`config.mk`:
```
export PLATFORM = sky130hd
export DESIGN_NAME = phd_dc_filter
export DESIGN_NICKNAME = d
export VERILOG_FILES = /design/src/rtl/core/piezo_hit_detector_core_defines.svh /design/src/rtl/core/phd_pkg.sv /design/src/rtl/core/phd_dc_filter.sv
export SDC_FILE = /design/constraint.sdc
export NUM_CORES = 1
export LEC_CHECK = 0
export ABC_CLOCK_PERIOD_IN_PS = 9760
export BUFFER_PORTS_ARGS = -buffer_cell sky130_fd_sc_hd__buf_2
export CAP_MARGIN = 40
export CORE_MARGIN = 2
export CORE_UTILIZATION = 40
export CTS_CLUSTER_SIZE = 12
export DETAILED_ROUTE_END_ITERATION = 8
export MAX_ROUTING_LAYER = met4
export SYNTH_ARGS = -nofsm -noshare
export SYNTH_HDL_FRONTEND = slang
export SYNTH_SLANG_ARGS = --single-unit
export TNS_END_PERCENT = 10
```
`constraint.sdc`:
```
create_clock -name clk -period 9.76 [get_ports clk]
set_input_delay 0 -clock clk [delete_from_list [all_inputs] [get_ports clk]]
set_output_delay 0 -clock clk [all_outputs]
set_load 0.02 [all_outputs]
```
`src/rtl/core/piezo_hit_detector_core_defines.svh`:
```
// Assertion macros used by the detector core RTL.
`ifndef PIEZO_HIT_DETECTOR_CORE_DEFINES_SVH
`define PIEZO_HIT_DETECTOR_CORE_DEFINES_SVH

// Same-cycle implication, checked outside reset.
`define PHD_ASSERT_NOW(lbl, ck, rn, ante, cons, msg) \
  lbl: assert property (@(posedge ck) disable iff (!(rn)) (ante) |-> (cons)) \
    else $error(msg);

// Next-cycle implication, checked outside reset.
`define PHD_ASSERT_NEXT(lbl, ck, rn, ante, cons, msg) \
  lbl: assert property (@(posedge ck) disable iff (!(rn)) (ante) |=> (cons)) \
    else $error(msg);

`endif

```
`src/rtl/core/phd_pkg.sv`:
```
package phd_pkg;

  localparam int LEVEL_W    = 26;
  localparam int TIME_W     = 63;
  localparam int VEL_W      = 7;
  localparam int COEF_W     = 15;
  localparam int REG_W      = 16;
  localparam int CFG_IDX_W  = 3;
  localparam int CFG_DATA_W = 16;
  localparam int THR_W      = 24;
  localparam int OUT_W      = ((TIME_W + VEL_W + 7) / 8) * 8;

  localparam logic [COEF_W-1:0] RST_DC_COEFFICIENT    = 15'd32440;
  localparam logic [REG_W-1:0]  RST_HIT_THRESHOLD     = 16'd66;
  localparam logic [REG_W-1:0]  RST_PEAK_WINDOW       = 16'd176;
  localparam logic [REG_W-1:0]  RST_REFRACTORY_LENGTH = 16'd551;
  localparam logic [REG_W-1:0]  RST_VELOCITY_GAIN     = 16'd1536;
  localparam logic [REG_W-1:0]  RST_BASELINE_RATE     = 16'd66;

  typedef enum logic [CFG_IDX_W-1:0] {
    REG_DC_COEFFICIENT    = 3'd0,
    REG_HIT_THRESHOLD     = 3'd1,
    REG_PEAK_WINDOW       = 3'd2,
    REG_REFRACTORY_LENGTH = 3'd3,
    REG_VELOCITY_GAIN     = 3'd4,
    REG_BASELINE_RATE     = 3'd5
  } phd_reg_t;

  typedef struct packed {
    logic [COEF_W-1:0] dc_coefficient;
    logic [REG_W-1:0]  hit_threshold;
    logic [REG_W-1:0]  peak_window;
    logic [REG_W-1:0]  refractory_length;
    logic [REG_W-1:0]  velocity_gain;
    logic [REG_W-1:0]  baseline_rate;
  } phd_cfg_t;

  typedef struct packed {
    logic [TIME_W-1:0]  frame_time;
    logic [LEVEL_W-1:0] level;
  } phd_word_t;

endpackage

```
`src/rtl/core/phd_dc_filter.sv`:
```
module phd_dc_filter
  import phd_pkg::*;
#(
  parameter int SAMPLE_BITS = 16
) (
  input  logic                   clk,
  input  logic                   rst_n,
  input  phd_cfg_t               cfg,
  input  logic                   in_valid,
  output logic                   in_ready,
  input  logic [SAMPLE_BITS-1:0] in_sample,
  input  logic [TIME_W-1:0]      in_time,
  output logic                   lvl_valid,
  input  logic                   lvl_ready,
  output phd_word_t              lvl
);

  localparam int LEVEL_SHIFT = 24 - SAMPLE_BITS;

  logic [SAMPLE_BITS-1:0]    last_sample_r;
  logic signed [LEVEL_W-1:0] last_filt_r;
  logic                      lvl_valid_r;
  phd_word_t                 lvl_r;

  logic [23:0]               x_cur;
  logic [23:0]               x_prev;
  logic signed [41:0]        fb_prod;
  logic signed [41:0]        fb_bias;
  logic signed [26:0]        fb_rnd;
  logic signed [27:0]        y_sum;
  logic signed [LEVEL_W-1:0] y_sat;
  logic signed [26:0]        y_abs;
  logic                      accept;

  always_comb begin
    x_cur   = 24'(in_sample) << LEVEL_SHIFT;
    x_prev  = 24'(last_sample_r) << LEVEL_SHIFT;
    fb_prod = 42'($signed({1'b0, cfg.dc_coefficient})) * 42'(last_filt_r);
    fb_bias = fb_prod + 42'sd16384;
    fb_rnd  = fb_bias[41:15];
    y_sum   = $signed({4'b0, x_cur}) - $signed({4'b0, x_prev}) + 28'(fb_rnd);
    priority if (y_sum > 28'sd33554431) begin
      y_sat = 26'sh1FFFFFF;
    end else if (y_sum < -28'sd33554432) begin
      y_sat = 26'sh2000000;
    end else begin
      y_sat = y_sum[LEVEL_W-1:0];
    end
    y_abs = y_sat[LEVEL_W-1] ? -27'(y_sat) : 27'(y_sat);
  end

  assign in_ready = !lvl_valid_r || lvl_ready;
  assign accept   = in_valid && in_ready;

  always_ff @(posedge clk) begin
    if (!rst_n) begin
      last_sample_r <= '0;
      last_filt_r   <= '0;
      lvl_valid_r   <= 1'b0;
    end else if (accept) begin
      last_sample_r <= in_sample;
      last_filt_r   <= y_sat;
      lvl_valid_r   <= 1'b1;
    end else if (lvl_ready) begin
      lvl_valid_r   <= 1'b0;
    end
  end

  always_ff @(posedge clk) begin
    if (accept) begin
      lvl_r.frame_time <= in_time;
      lvl_r.level      <= y_abs[LEVEL_W-1:0];
    end
  end

  assign lvl_valid = lvl_valid_r;
  assign lvl       = lvl_r;

endmodule

```
; Word-level counts from Yosys, hierarchy flattened
; Cells that the tools add are included.
; Widths: inputs -> output; s select.
[totals]
ff_bits = 132
inputBits = 178
[op_classes]
n_addsub = 4
n_mul = 1
magnitude_cmp = 2
n_mux = 5
reduce_logical = 4
[op_table]
columns = operator, count
row1 = $mux 26, 2
row2 = $add 42x16->42 const B, 1
row3 = $mul 16x26->42, 1
row4 = $add 25x27->28, 1
row5 = $gt 28x26->1 const B, 1
row6 = $lt 28x26->1 const B, 1
row7 = $neg 26->26, 1
row8 = $mux 25, 1
row9 = $sub 24x24->25, 1
row10 = $mux 1, 2
row11 = $reduce_bool 2->1, 1
row12 = $logic_and 1x1->1, 1
row13 = $logic_not 1->1, 1
row14 = $logic_or 1x1->1, 1

; Longest topological paths before layout
[depth]
ltp_word = 8
mapped_depth = 45
depth_no_buf = 39

; Worst setup path after synthesis
; No wires, ideal clock.
[synth_path]
path_kind = reg-to-reg
start = register last_filt_r[9]
end = register lvl_r (netlist bit lvl[20]) (data pin)
t_arrival_ns = 9.776
required_time_ns = 9.488
path_slack_ns = -0.287
stages_incl_launch_ff = 43
path_buffers = 5
period_less_slack_ns = 10.047
path_cell_list = dfxtp_1 > clkbuf_1 > nand2_1 > fa_1 > inv_1 > fa_1 > fa_1 > fa_1 > fa_1 > inv_1 > fa_1 > inv_1 > ha_1 > clkbuf_1 > nand3_1 > a21boi_1 > a311o_1 > o31a_1 > [7 not listed] > ha_1 > a211o_1 > a211o_1 > a21oi_4 > a211oi_4 > o21ai_4 > a21o_1 > buf_4 > o21ai_2 > clkbuf_1 > a31oi_1 > ha_1 > inv_1 > a311oi_1 > buf_2 > nand3_1 > a2111oi_0 > a21oi_1
[synth_via]
elab_chain_cells = 8
word_cells_on_any_way = 9
classes_between = 3 x add/sub / 1 x mul / 2 x order compare / 3 x mux
[synth_lines]
columns = item, line
row1 = "start, declared", phd_dc_filter.sv:21  ; logic signed [LEVEL_W-1:0] last_filt_r;
row2 = "start signal, assigned", phd_dc_filter.sv:62  ; last_filt_r <= y_sat;
row3 = $mul 16x26->42 (*), phd_dc_filter.sv:38  ; fb_prod = 42'($signed({1'b0, cfg.dc_coefficient})) * 42'(last_filt_r);
row4 = $add 42x16->42 (*), phd_dc_filter.sv:39  ; fb_bias = fb_prod + 42'sd16384;
row5 = $add 25x27->28 (*), phd_dc_filter.sv:41  ; y_sum = $signed({4'b0, x_cur}) - $signed({4'b0, x_prev}) + 28'(fb_rnd);
row6 = $lt 28x26->1, phd_dc_filter.sv:44  ; end else if (y_sum < -28'sd33554432) begin
row7 = $mux 26, phd_dc_filter.sv:44
row8 = $mux 26 (*), phd_dc_filter.sv:42  ; priority if (y_sum > 28'sd33554431) begin
row9 = $neg 26->26, phd_dc_filter.sv:49  ; y_abs = y_sat[LEVEL_W-1] ? -27'(y_sat) : 27'(y_sat);
row10 = $mux 25 (*), phd_dc_filter.sv:49
row11 = net y_abs[20], phd_dc_filter.sv:32  ; logic signed [26:0] y_abs;
row12 = "end, declared", phd_dc_filter.sv:23  ; phd_word_t lvl_r;
; The timed path passes the listed nets; every way through them passes the cells marked *.
; A chain may end at the register's enable or synchronous reset.

; Worst setup path in the final report
[layout_path]
start = register last_filt_r[8]
end = register lvl_r (netlist bit lvl[24]) (data pin)
; The elaborated chain is that of the path after synthesis.

==> results.json <==
{
  "setup_viol_count_final": 0,
  "grt_max_degree": 70,
  "worstSetupPathType": "reg2reg",
  "numCtsBuffers": 17,
  "route.detailed.drc": 0,
  "synth_top_family_by_area": "adder cells",
  "fp.dieH_microns": 232.9,
  "hold_path.class": "in2reg",
  "crit_path_max_fanout": 7,
  "vias": 17180,
  "synth.avg_cell_area_sq_um": 9.343,
  "antenna_found_initial": 3,
  "netlist_instances": 2243,
  "synth_fa_ha_area_frac": 0.4557,
  "synth_seq_cells": 132,
  "synth_top_area_share": 0.3601,
  "yosysMostFrequentCell": "inv_1",
  "yosys.area.top_type": "fa_1",
  "yosys.area_share.simple": 0.1524,
  "routed_via_density": 4.990,
  "synth_edf_count": 89,
  "placement.io_buffers": 188,
  "clk_latency_ns": 0.44,
  "htreeDepth": 4,
  "fillerInstances": 4821,
  "synthXorXnorAreaFrac": 0.02800,
  "grt_pass1_wl_microns": 98150,
  "synth_compound_area_frac": 0.09159,
  "grt-ovfl-total": 0,
  "finalCoreUtilization": 0.5227,
  "synthFlopType": "edfxtp_1",
  "dp_cells": 3277,
  "status": "complete, no violations",
  "required_ns": 9.94,
  "clockBufferDepth": 2,
  "critPathMaxStageDelay_ns": 0.58,
  "slew_headroom": 0.4370,
  "grt_util_all_layers": 0.2387,
  "synth_nets": 2958,
  "drtIter0Drc": 1266,
  "start_kind": "flop",
  "yosys_warnings": 0,
  "area_growth_pct": 28.47,
  "syn_area_sq_mm": 0.02096,
  "firstDrtPassIters": 5,
  "grt_pass1_vias": 18615,
  "num_io_pins": 269,
  "layout_min_cycle_time_ns": 9.580,
  "drv_cap": 0,
  "die_area_sq_mm": 0.05424,
  "core_area_sq_mm": 0.05151,
  "synthMuxAreaShare": 0.001015,
  "routed_wl_microns": 61530,
  "worstMarginPinSlew_ns": 0.8445,
  "num_rows": 83,
  "crit_top_cell": "fa_1",
  "hpwl_microns": 49580,
  "cp-end-kind": "flop",
  "cts_sinks": 132,
  "rsz0062_at_grt": "yes",
  "final_nets": 3462,
  "clk_pin_slew_worst_paths_ns": 0.07,
  "wl_per_cell_microns": 17.87,
  "die_w_microns": 232.9,
  "ys_seq_area_frac": 0.1686,
  "synth.distinct_cells": 83,
  "cp_slowest_cell": "fa_1",
  "ant_nets": 0,
  "place_congestion": 0.9366,
  "drive_gt1_frac": 0.2377,
  "fin_skew_ns": 0.01601,
  "initial_core_util": 0.4068,
  "fmax_ghz": 0.1044,
  "cts_root_buf": "clkbuf_16",
  "crit_arrival_ns": 9.76,
  "cts_tree": "built",
  "yosys-top-cells-area": "fa_1 (36%), edfxtp_1 (13%), ha_1 (9.6%)",
  "hold_violations": 0,
  "layoutNonFillerInstCount": 3443,
  "whs_ns": 0.1651,
  "postSynth.asyncResetShare": 0,
  "fin_crit_sh": 0.9816,
  "synth_common_cells": "inv_1 (478), fa_1 (377), nand2_1 (282)",
  "slew_viol_final": 0
}
## flip-flops by register name, summed over array words and instances, names as in the netlist
register       flops
last_filt_r       26
last_sample_r     16
lvl               89
lvl_valid          1
## per-layer routing
| layer | vias up | part of all wire | GRT usage |
|---|---|---|---|
| met5 | - | 0 | - |
| met4 | 0 | 0.023 | 0.04837 |
| met3 | 88 | 0.041 | 0.02953 |
| met2 | 414 | 0.52 | 0.4198 |
| met1 | 8711 | 0.42 | 0.2953 |
| li1 | 7967 | - | - |
## kinds of logic after synthesis
kind of cell	count (synthesis)
compound gates	282
xor+xnor	67
fa+ha+maj	537
buf+inv	571
flops	132
mux	2
simple gates	652
## cell type report
cell class                      count  area [sq um]  area share
Tap cell                          680         850.8     0.03160
Multi-Input combinational cell   1540         15860      0.5889
Inverter                          479          1800     0.06688
Clock inverter                     15         186.4    0.006925
Antenna cell                        3         7.507   0.0002788
Timing Repair Buffer              577          4205      0.1562
Clock buffer                       17         425.4     0.01580
Sequential cell                   132          3591      0.1334
## metrics by stage
step | area [sq um] | setup WS [ns] | setup TNS [ns]
after CTS | 26310 | 0.01200 | 0
final | 26920 | 0.1798 | 0
after global placement | 24360 | -0.6400 | -4.610
after detailed placement | 24380 | -0.7680 | -7.281
after global routing | 26920 | -0.1191 | -0.6011
after floorplan | 20990 | 0.02442 | 0
## worst paths after layout
path                                       from              end  slack [ns]  cells after the start
worst min-delay path                      rst_n  last_filt_r[22]        0.17                      3
worst max register to register   last_filt_r[8]          lvl[24]        0.18                     39
worst min register to register  last_filt_r[14]  last_filt_r[14]        0.58                      2
worst max-delay path             last_filt_r[8]          lvl[24]        0.18                     39
## cells in the final DEF, fill, tap and decap left out, drive strengths merged, types with 6 or more instances in the layout
cell and count:
ha 160, nand3 20, and2 200, nor3 13, nand2b 9, a2111oi 6, and3 6, o21ai 68
a21oi 81, buf 480, a31oi 11, o211a 7, dlygate4sd3 97, nor2b 14, o21a 10, a21o 12
xnor2 45, clkbuf 17, a211o 6, nor2 72, dfxtp 43, a21boi 21, nor3b 7, xor2 22
nand2 282, edfxtp 89, a211oi 9, fa 377, inv 488
## timing repair
action                                  4_1_cts  5_1_grt
hold buffers                                 97        0
endpoints found under the setup margin       20       20
buffers inserted                             14       21
pin swaps                                    27       99
resized for setup                            57      116
hold endpoints to repair                     80        0
## worst max-delay path, delay by kind of cell (launching register included)
kind / cells / cell delay [ns]
AO/OA/AOI/OAI: 15 / 3.14
XOR/XNOR: 1 / 0.19
adder cells (fa/ha/maj): 9 / 3.71
buffers and inverters: 8 / 0.93
flip-flops: 1 / 0.40
multiplexers: 1 / 0.32
AND/OR/NAND/NOR: 5 / 0.61
Power is not shown: default switching activity piles up to over one toggle a cycle in this logic, so the estimate is an artifact.
