==> config.mk <==
export PLATFORM = sky130hd
export DESIGN_NAME = phd_velocity
export DESIGN_NICKNAME = d
export VERILOG_FILES = /design/src/rtl/core/piezo_hit_detector_core_defines.svh /design/src/rtl/core/phd_pkg.sv /design/src/rtl/core/phd_velocity.sv
export SDC_FILE = /design/constraint.sdc
export NUM_CORES = 1
export LEC_CHECK = 0
export BUFFER_PORTS_ARGS = -buffer_cell sky130_fd_sc_hd__buf_2
export CELL_PAD_IN_SITES_DETAIL_PLACEMENT = 1
export CELL_PAD_IN_SITES_GLOBAL_PLACEMENT = 2
export CORE_MARGIN = 4
export CORE_UTILIZATION = 39
export CTS_CLUSTER_SIZE = 8
export DETAILED_ROUTE_END_ITERATION = 8
export PLACE_DENSITY = 0.89
export SLEW_MARGIN = 25
export SYNTH_ARGS = -nofsm -noshare
export SYNTH_HDL_FRONTEND = slang
export SYNTH_SLANG_ARGS = --single-unit
==> constraint.sdc <==
create_clock -name clk -period 10.8 [get_ports clk]
set_input_delay 1.08 -clock clk [delete_from_list [all_inputs] [get_ports clk]]
set_output_delay 1.08 -clock clk [all_outputs]
set_load 0.05 [all_outputs]
==> src/rtl/core/piezo_hit_detector_core_defines.svh <==
// Assertion macros used by the detector core RTL.
`ifndef PIEZO_HIT_DETECTOR_CORE_DEFINES_SVH
`define PIEZO_HIT_DETECTOR_CORE_DEFINES_SVH

// Same-cycle implication, checked outside reset.
`define PHD_ASSERT_NOW(lbl, ck, rn, ante, cons, msg) \
  lbl: assert property (@(posedge ck) disable iff (!(rn)) (ante) |-> (cons)) \
    else $error(msg);

// Next-cycle implication, checked outside reset.
`define PHD_ASSERT_NEXT(lbl, ck, rn, ante, cons, msg) \
  lbl: assert property (@(posedge ck) disable iff (!(rn)) (ante) |=> (cons)) \
    else $error(msg);

`endif

==> src/rtl/core/phd_pkg.sv <==
package phd_pkg;

  localparam int LEVEL_W    = 26;
  localparam int TIME_W     = 63;
  localparam int VEL_W      = 7;
  localparam int COEF_W     = 15;
  localparam int REG_W      = 16;
  localparam int CFG_IDX_W  = 3;
  localparam int CFG_DATA_W = 16;
  localparam int THR_W      = 24;
  localparam int OUT_W      = ((TIME_W + VEL_W + 7) / 8) * 8;

  localparam logic [COEF_W-1:0] RST_DC_COEFFICIENT    = 15'd32440;
  localparam logic [REG_W-1:0]  RST_HIT_THRESHOLD     = 16'd66;
  localparam logic [REG_W-1:0]  RST_PEAK_WINDOW       = 16'd176;
  localparam logic [REG_W-1:0]  RST_REFRACTORY_LENGTH = 16'd551;
  localparam logic [REG_W-1:0]  RST_VELOCITY_GAIN     = 16'd1536;
  localparam logic [REG_W-1:0]  RST_BASELINE_RATE     = 16'd66;

  typedef enum logic [CFG_IDX_W-1:0] {
    REG_DC_COEFFICIENT    = 3'd0,
    REG_HIT_THRESHOLD     = 3'd1,
    REG_PEAK_WINDOW       = 3'd2,
    REG_REFRACTORY_LENGTH = 3'd3,
    REG_VELOCITY_GAIN     = 3'd4,
    REG_BASELINE_RATE     = 3'd5
  } phd_reg_t;

  typedef struct packed {
    logic [COEF_W-1:0] dc_coefficient;
    logic [REG_W-1:0]  hit_threshold;
    logic [REG_W-1:0]  peak_window;
    logic [REG_W-1:0]  refractory_length;
    logic [REG_W-1:0]  velocity_gain;
    logic [REG_W-1:0]  baseline_rate;
  } phd_cfg_t;

  typedef struct packed {
    logic [TIME_W-1:0]  frame_time;
    logic [LEVEL_W-1:0] level;
  } phd_word_t;

endpackage

==> src/rtl/core/phd_velocity.sv <==
module phd_velocity
  import phd_pkg::*;
(
  input  logic              clk,
  input  logic              rst_n,
  input  phd_cfg_t          cfg,
  input  logic              hit_valid,
  output logic              hit_ready,
  input  phd_word_t         hit,
  output logic              out_valid,
  input  logic              out_ready,
  output logic [TIME_W-1:0] out_time,
  output logic [VEL_W-1:0]  out_velocity
);

  logic              s3_valid_r;
  phd_word_t         s3_r;
  logic              out_valid_r;
  logic [TIME_W-1:0] out_time_r;
  logic [VEL_W-1:0]  out_vel_r;

  logic              advance;
  logic [41:0]       gain_prod;
  logic [32:0]       gain_clip;
  logic [39:0]       scaled;

  always_comb begin
    gain_prod = 42'(s3_r.level) * 42'(cfg.velocity_gain);
    gain_clip = (gain_prod > 42'h1_0000_0000) ? 33'h1_0000_0000 : gain_prod[32:0];
    scaled    = {gain_clip, 7'b0} - 40'(gain_clip) + 40'h80_0000_00;
  end

  assign advance   = !out_valid_r || out_ready;
  assign hit_ready = !s3_valid_r || advance;

  always_ff @(posedge clk) begin
    if (!rst_n) begin
      s3_valid_r  <= 1'b0;
      out_valid_r <= 1'b0;
    end else begin
      if (hit_valid && hit_ready) begin
        s3_valid_r <= 1'b1;
      end else if (advance) begin
        s3_valid_r <= 1'b0;
      end
      if (advance) begin
        out_valid_r <= s3_valid_r;
      end
    end
  end

  always_ff @(posedge clk) begin
    if (hit_valid && hit_ready) begin
      s3_r <= hit;
    end
    if (advance && s3_valid_r) begin
      out_time_r <= s3_r.frame_time;
      out_vel_r  <= scaled[38:32];
    end
  end

  assign out_valid    = out_valid_r;
  assign out_time     = out_time_r;
  assign out_velocity = out_vel_r;

endmodule

After elaboration in Yosys (flattened, before gate mapping)
Cells that the tools add are included.
Word-level totals
  flip-flop bits (word level): 161
  input port bits: 188
  logic and storage cells: 20
Cells by class
  add/subtract/negate cells: 2
  multipliers: 1
  $lt $le $gt $ge: 1
  mux-type cells: 3
  reductions and logical operators: 7
Operators by type and width (count)
  $gt 42x33->1 const B: 1
  $mul 26x16->42: 1
  $add 39x32->39 const B: 1
  $sub 39x33->39: 1
  $mux 33: 1
  $logic_and 1x1->1: 2
  $logic_not 1->1: 2
  $logic_or 1x1->1: 2
  $mux 1: 2
  $reduce_bool 2->1: 1

Logic depth before layout (Yosys ltp)
Gate-level depths: netlist of the first run.
  word-level depth: 5
  mapped depth: 43

Worst setup path before layout of the first run
OpenSTA, ideal clock, no wires.
  path kind: input to register
  start: input cfg[23] (netlist name)
  end: register out_vel_r[4], in the netlist out_velocity[4] (data pin)
  setup time: 258 ps
  data arrival time: 9774 ps
  required time: 10542 ps
  slack: 768 ps
  stages: 41
  buffers on the path: 3
  path through: clkbuf_1 -> clkbuf_1 -> nand2_1 -> fa_1 -> inv_1 -> fa_1 -> inv_1 -> fa_1 -> inv_1 -> fa_1 -> inv_1 -> fa_1 -> fa_1 -> inv_1 -> ha_1 -> nand2_1 -> o21ai_1 -> a2111oi_2 -> [5 not listed] -> and2_2 -> inv_1 -> clkbuf_1 -> nor2_1 -> ha_1 -> ha_1 -> a21o_1 -> a21o_1 -> a21o_1 -> a21o_1 -> a211oi_1 -> o21ai_0 -> a21o_1 -> a21oi_1 -> nand2_1 -> nor3_1 -> a311o_1 -> xnor2_1
Between the ends
  word-level cells in the longest chain between the ends: 5
Ends and longest elaborated chain
  from (decl): line phd_velocity.sv:6  | input phd_cfg_t cfg,
  $mul 26x16->42 (*): line phd_velocity.sv:28  | gain_prod = 42'(s3_r.level) * 42'(cfg.velocity_gain);
  $gt 42x33->1: line phd_velocity.sv:29  | gain_clip = (gain_prod > 42'h1_0000_0000) ? 33'h1_0000_0000 : gain_prod[32:0];
  $mux 33 (*): line phd_velocity.sv:29
  $sub 39x33->39 (*): line phd_velocity.sv:30  | scaled = {gain_clip, 7'b0} - 40'(gain_clip) + 40'h80_0000_00;
  $add 39x32->39 (*): line phd_velocity.sv:30
  via scaled[36]: line phd_velocity.sv:25  | logic [39:0] scaled;
  to (signal assigned): line phd_velocity.sv:58  | out_vel_r <= scaled[38:32];
  to (decl): line phd_velocity.sv:20  | logic [VEL_W-1:0] out_vel_r;
The timed path passes the listed nets; every way through them passes the cells marked *.
A chain may end at the register's enable or synchronous reset.

Worst setup path after layout of the first run
  start: input cfg[21] (netlist name)
  end: register out_vel_r[0], in the netlist out_velocity[0] (data pin)
The elaborated chain is that of the path after synthesis.

==> impl_metrics.toml, run 1 <==
[timing]
maxSlewHeadroom_pct = 41.5
setup_viol = 0
fin_skew_ps = 21.2
timing.final.crit_share_pct = 94.5
finalHoldViolCount = 0
post-route-min-period_ps = 10210
worst_slew_pin_slew_ps = 877
drv_slew = 0
max_freq_ghz = 0.0980

[place]
gp_congestion = 0.859
io_buffers = 180
hpwlAfterDp_um = 46900

[critical_path]
cp.arrival_ps = 10540
max_stage_delay_ps = 560
startpoint_type = "input port"
endpoint_kind = "flop"
cpMostUsedCell = "fa_1"
critPathKind = "input port to flop"
cp_max_fo = 20
ff2ff_path_depth = 35
cp.required_ps = 11130
slowest_stage = "fa_1"

[cells_and_area]
areaGrowthSynthToFinish_pct = 12.5
fin_util_pct = 44.6
nNetsFinal = 2945
n_antenna_cell = 0
drive_gt1_share_pct = 13.7

[detailed_routing]
first_pass_iters = 4
num_vias = 15100
wl_um = 54500
drt_iter0_markers = 595
ant_nets = 0
drc_errors = 0
vias_per_cell = 5.11
wl_per_cell_um = 18.4

[synth]
synth_cell_types = 71
synth_ff_type = "edfxtp_1"
synth_nets = 2762
netlist_area_sq_um = 20500
netlist_instances = 2077
ys_seq_area_share_pct = 23.5
syn_avg_cell_area_sq_um = 9.87
synth_warnings = 0
ys_seq_elements = 161
synth_area_leaders = "fa_1, edfxtp_1, ha_1"
yosys.area.top_type = "fa_1"
netlist.area_leader.share_pct = 32.6
ys_async_sr_fraction_pct = 0
synth_edf_count = 159

[die]
ios = 260
start_util_pct = 39.6
core.rowCount = 83
die_w_um = 237
die_h_um = 237
core-area_sq_um = 51700
dieArea_sq_um = 56300

[grt]
grt_use_total_pct = 20.0
antenna_found_initial = 1
grt_pass1_wl_um = 91000
grt_pass1_vias = 17500
grt_max_degree = 71
overflow = 0

[cts]
clock-sinks = 161
hold_buffers = 0
cts_tree = "built"
clockRootBuffer = "clkbuf_16"
htreeDepth = 4
clkSlewWorstSetupHoldPaths_ps = 70
cts_made_buffers = 17
clockBufferDepth = 2
clock_latency_ps = 470

[job]
drv_cap = 0

[hold_path]
hold_class = "flop to flop"
hold_path_depth = 0

[status]
outcome = "finished clean"
-- metal layers --
layer | GRT usage [%] | share of wire [%] | vias up
met5 | 0 | 0 | -
met4 | 4.81 | 1.7 | 0
met3 | 4.98 | 6.1 | 67
met2 | 35.2 | 50 | 340
met1 | 24.9 | 42 | 7750
li1 | - | - | 6929
-- per-stage QoR --
step	hold WS (ps)	std cells	TNS, ps	worst slack, ps	cell area [sq um]
final	417	2953	0	591	23100
after detailed placement	406	2919	-134	-126	22400
after CTS	422	2951	0	328	23000
after floorplan	400	2077	0	768	20500
after global routing	423	2953	-14.1	-14.1	23100
after global placement	400	2919	0	51.5	22400
-- sequential cells by signal, indices dropped and copies added (netlist names) --
signal and cells:
out_time 63, s3_valid_r 1, out_valid 1, s3_r 89, out_velocity 7
-- Yosys cell counts (all sizes together) (12+ instances only) --
cell type,instances
o21ai,37
a21oi,64
clkbuf,74
nand2,336
nand3,18
and2,161
and3,21
nand4,18
xnor2,21
nor2,49
nor3,19
or3,12
ha,163
xor2,14
inv,408
fa,334
edfxtp,159
a21o,33
-- what timing repair did --
item | 4_1_cts | 5_1_grt
setup endpoints to repair | 0 | 6
gates resized for setup | 0 | 15
setup buffers | 0 | 2
-- cell usage in the layout, fill, tap and decap left out, drive strengths merged, types with 11 or more instances in the layout --
cell    synthesis  final
a21o           33     33
a21oi          64     64
and2          161    161
and3           21     21
buf            11    243
clkbuf         74     24
edfxtp        159    159
fa            334    334
ha            163    163
inv           408    415
nand2         336    336
nand3          18     18
nand4          18     18
nor2           49     49
nor3           19     19
o21a           11     11
o21ai          37     37
or3            12     12
xnor2          21     21
xor2           14     14
-- logic make-up (layout without fill, tap and decap cells) --
group	Yosys count	count (layout)	share of synthesized area [%]
buffers and inverters	493	689	9.12
AO/OA/AOI/OAI	222	222	7.56
adder cells (fa/ha/maj)	497	497	42.6
flip-flops	161	161	23.5
XOR/XNOR	35	35	1.50
AND/OR/NAND/NOR	665	665	15.6
multiplexers	4	4	0.201
-- layout make-up --
cell class                 count  area, sq um
inverter                     408         1530
sequential                   161         4810
tap                          680          851
multi-input combinational   1423        13900
clock buffer                  18          429
clock inverter                14          128
timing repair buffer         249         1450
fill                        5902        28700
-- worst max-delay path: cells and delay by family --
kind,cells,cell delay (ps)
AOI/OAI and AO/OA,13,2960
buffers and inverters,8,1030
and+or+nand+nor,7,1340
muxes,1,120
adders and majority gates,9,4010
-- path summary, 6_finish.rpt --
path	startpoint	endpoint	slack (ps)
worst min-delay path	s3_r[28]	out_time[2]	420
worst max register to register	s3_r[11]	out_velocity[0]	680
worst min register to register	s3_r[28]	out_time[2]	420
worst max-delay path	cfg[21]	out_velocity[0]	590
Power of run 1 is left out: the tool's default activity adds up to more than one toggle a clock period on the data nets, which glitch-free logic cannot reach.
==> run 2, diff against run 1 <==
--- a/config.mk
+++ b/config.mk
@@ -5,14 +5,15 @@
 export SDC_FILE = /design/constraint.sdc
 export NUM_CORES = 1
 export LEC_CHECK = 0
+export ABC_AREA = 1
 export BUFFER_PORTS_ARGS = -buffer_cell sky130_fd_sc_hd__buf_2
 export CELL_PAD_IN_SITES_DETAIL_PLACEMENT = 1
 export CELL_PAD_IN_SITES_GLOBAL_PLACEMENT = 2
 export CORE_MARGIN = 4
-export CORE_UTILIZATION = 39
+export CORE_UTILIZATION = 36
 export CTS_CLUSTER_SIZE = 8
 export DETAILED_ROUTE_END_ITERATION = 8
-export PLACE_DENSITY = 0.89
+export PLACE_DENSITY = 0.87
 export SLEW_MARGIN = 25
 export SYNTH_ARGS = -nofsm -noshare
 export SYNTH_HDL_FRONTEND = slang
==> impl_metrics.toml, run 2 <==
[timing]
setup_tns_ps = 0
setup_slack_ps = 862
rsz0062_at_grt = "false"
finalHoldViolCount = 0
drv_slew = 0
max_freq_ghz = 0.101
post-route-min-period_ps = 9940
timing.final.crit_share_pct = 92.0
worst_slew_pin_slew_ps = 847
maxSlewHeadroom_pct = 43.5
setup_viol = 0
fin_skew_ps = 25.5

[detailed_routing]
vias_per_cell = 4.74
drt_iter0_markers = 609
first_pass_iters = 5
wl_per_cell_um = 16.8
drc_errors = 0
ant_nets = 0
wl_um = 59600
num_vias = 16900

[grt]
grt_pass1_vias = 19300
overflow = 0
antenna_found_initial = 0
grt_use_total_pct = 19.5
grt_max_degree = 55
grt_pass1_wl_um = 99000

[critical_path]
max_stage_delay_ps = 570
endpoint_kind = "flop"
cp_num_buf_inv = 7
cp.arrival_ps = 10150
startpoint_type = "input port"
slowest_stage = "fa_1"
cp.required_ps = 11020
critPathKind = "input port to flop"
cp_top_family = "adder cells"
ff2ff_path_depth = 43
cp_max_fo = 26
crit_cells = 42
cpMostUsedCell = "nand2_1"

[synth]
synth_simple_gate_area_share_pct = 19.3
synth_cell_types = 41
yosys.area.top_type = "fa_1"
netlist_instances = 2661
synthTopCellsByCount = "nand2_1, inv_1, fa_1"
ys_async_sr_fraction_pct = 0
yosysMostFrequentCell = "nand2_1"
ys_seq_area_share_pct = 22.2
synth_area_leaders = "fa_1, edfxtp_1, nand2_1"
netlist.area_leader.share_pct = 30.9
synth_top_family_by_area = "adder cells"
synthAdderAreaFrac_pct = 40.3
netlist_area_sq_um = 21600
syn_avg_cell_area_sq_um = 8.13
synth_compound_area_share_pct = 3.36
ys_seq_elements = 161
synth_warnings = 0
synth_ff_type = "edfxtp_1"
synthXorXnorAreaFrac_pct = 0.526
synth_edf_count = 159
muxShareOfSynthArea_pct = 0
synth_nets = 3346

[hold_path]
hold_class = "flop to flop"
hold_path_depth = 0

[die]
dieArea_sq_um = 64100
die_w_um = 253
core.rowCount = 89
core-area_sq_um = 59200
start_util_pct = 36.5
die_h_um = 253
ios = 260

[status]
outcome = "finished clean"

[cells_and_area]
fin_area_sq_um = 23800
layout.cells.non_filler = 3557
nNetsFinal = 3456
layout_common_cells = "nand2_1, inv_1, fa_1, buf_2, ha_1"
fillers = 7185
n_antenna_cell = 0
drive_gt1_share_pct = 9.09
regMostFlops = "s3_r"
largest_reg_flops = 89
final_common_cell = "nand2_1"
areaGrowthSynthToFinish_pct = 10.1

[place]
dp.cells = 3525
gp_congestion = 0.868
hpwlAfterDp_um = 51500
io_buffers = 180
place_ws_ps = 436
place_area_sq_um = 23200

[cts]
post_cts_buffers = 0
clock_latency_ps = 480
clockRootBuffer = "clkbuf_16"
post_cts_resized = 0
hold_buffers = 0
cts_tree = "built"
cts_made_buffers = 17
clock-sinks = 161
htreeDepth = 4
clkSlewWorstSetupHoldPaths_ps = 70
clockBufferDepth = 2

[job]
drv_cap = 0
## run 2: cell count changes in the layout (fill, tap and decap cells not counted), moves of 11 or more
cell,change
a21o_1,-25
and2_1,-158
and3_1,-21
buf_4,-54
inv_1,+303
nand2_1,+463
nand3_1,+40
nand3b_1,+13
nor2_1,+71
nor2_2,+13
or3_1,-11
xnor2_1,-12
## run 2: path summary, 6_finish.rpt
kind	slack (ps)	endpoint	start
worst max-delay path	860	out_velocity[2]	cfg[17]
worst min-delay path	420	out_time[48]	s3_r[74]
worst max register to register	1050	out_velocity[2]	s3_r[13]
worst min register to register	420	out_time[48]	s3_r[74]
## run 2: logic make-up (layout without fill, tap and decap cells)
| family | Yosys count | in the layout |
|---|---|---|
| and+or+nand+nor | 1046 | 1046 |
| buffers and inverters | 816 | 939 |
| adders and majority gates | 497 | 497 |
| DFF | 161 | 161 |
| AOI/OAI and AO/OA | 128 | 128 |
| xor gates and xnor gates | 13 | 13 |
## run 2: stage by stage
stage,hold WS (ps),util [%]
2_1_floorplan,400,-
3_3_place_gp,401,39.2
3_5_place_dp,406,39.2
4_1_cts,417,40.2
5_1_grt,421,40.2
6_report,418,40.2
## run 2: worst register-to-register path: cells and delay by family, from the launching register on
| family | cells | cell delay [ps] |
|---|---|---|
| AO/OA/AOI/OAI | 1 | 160 |
| AND/OR/NAND/NOR | 26 | 3640 |
| adder cells (fa/ha/maj) | 9 | 4130 |
| buffers and inverters | 7 | 620 |
| flip-flops | 1 | 900 |
## run 2: layout make-up
class,instances,area (sq um),area share [%]
flip-flops and latches,161,4810,20.2
clock inverters,15,164,0.688
inverters,713,2680,11.2
clock buffers,17,425,1.79
multi-input cells,1684,13800,57.8
well taps,773,967,4.06
repair buffers,194,1010,4.22
## run 2: layer usage
metal	GRT usage, %	wire length, um	share of wire [%]	vias up
met5	0	0	0	-
met4	4.40	869	1.5	0
met2	36.2	31400	53	264
li1	-	-	-	8025
met1	23.5	25200	42	8512
met3	3.42	2220	3.7	63
Power of run 2 is left out for the same reason.
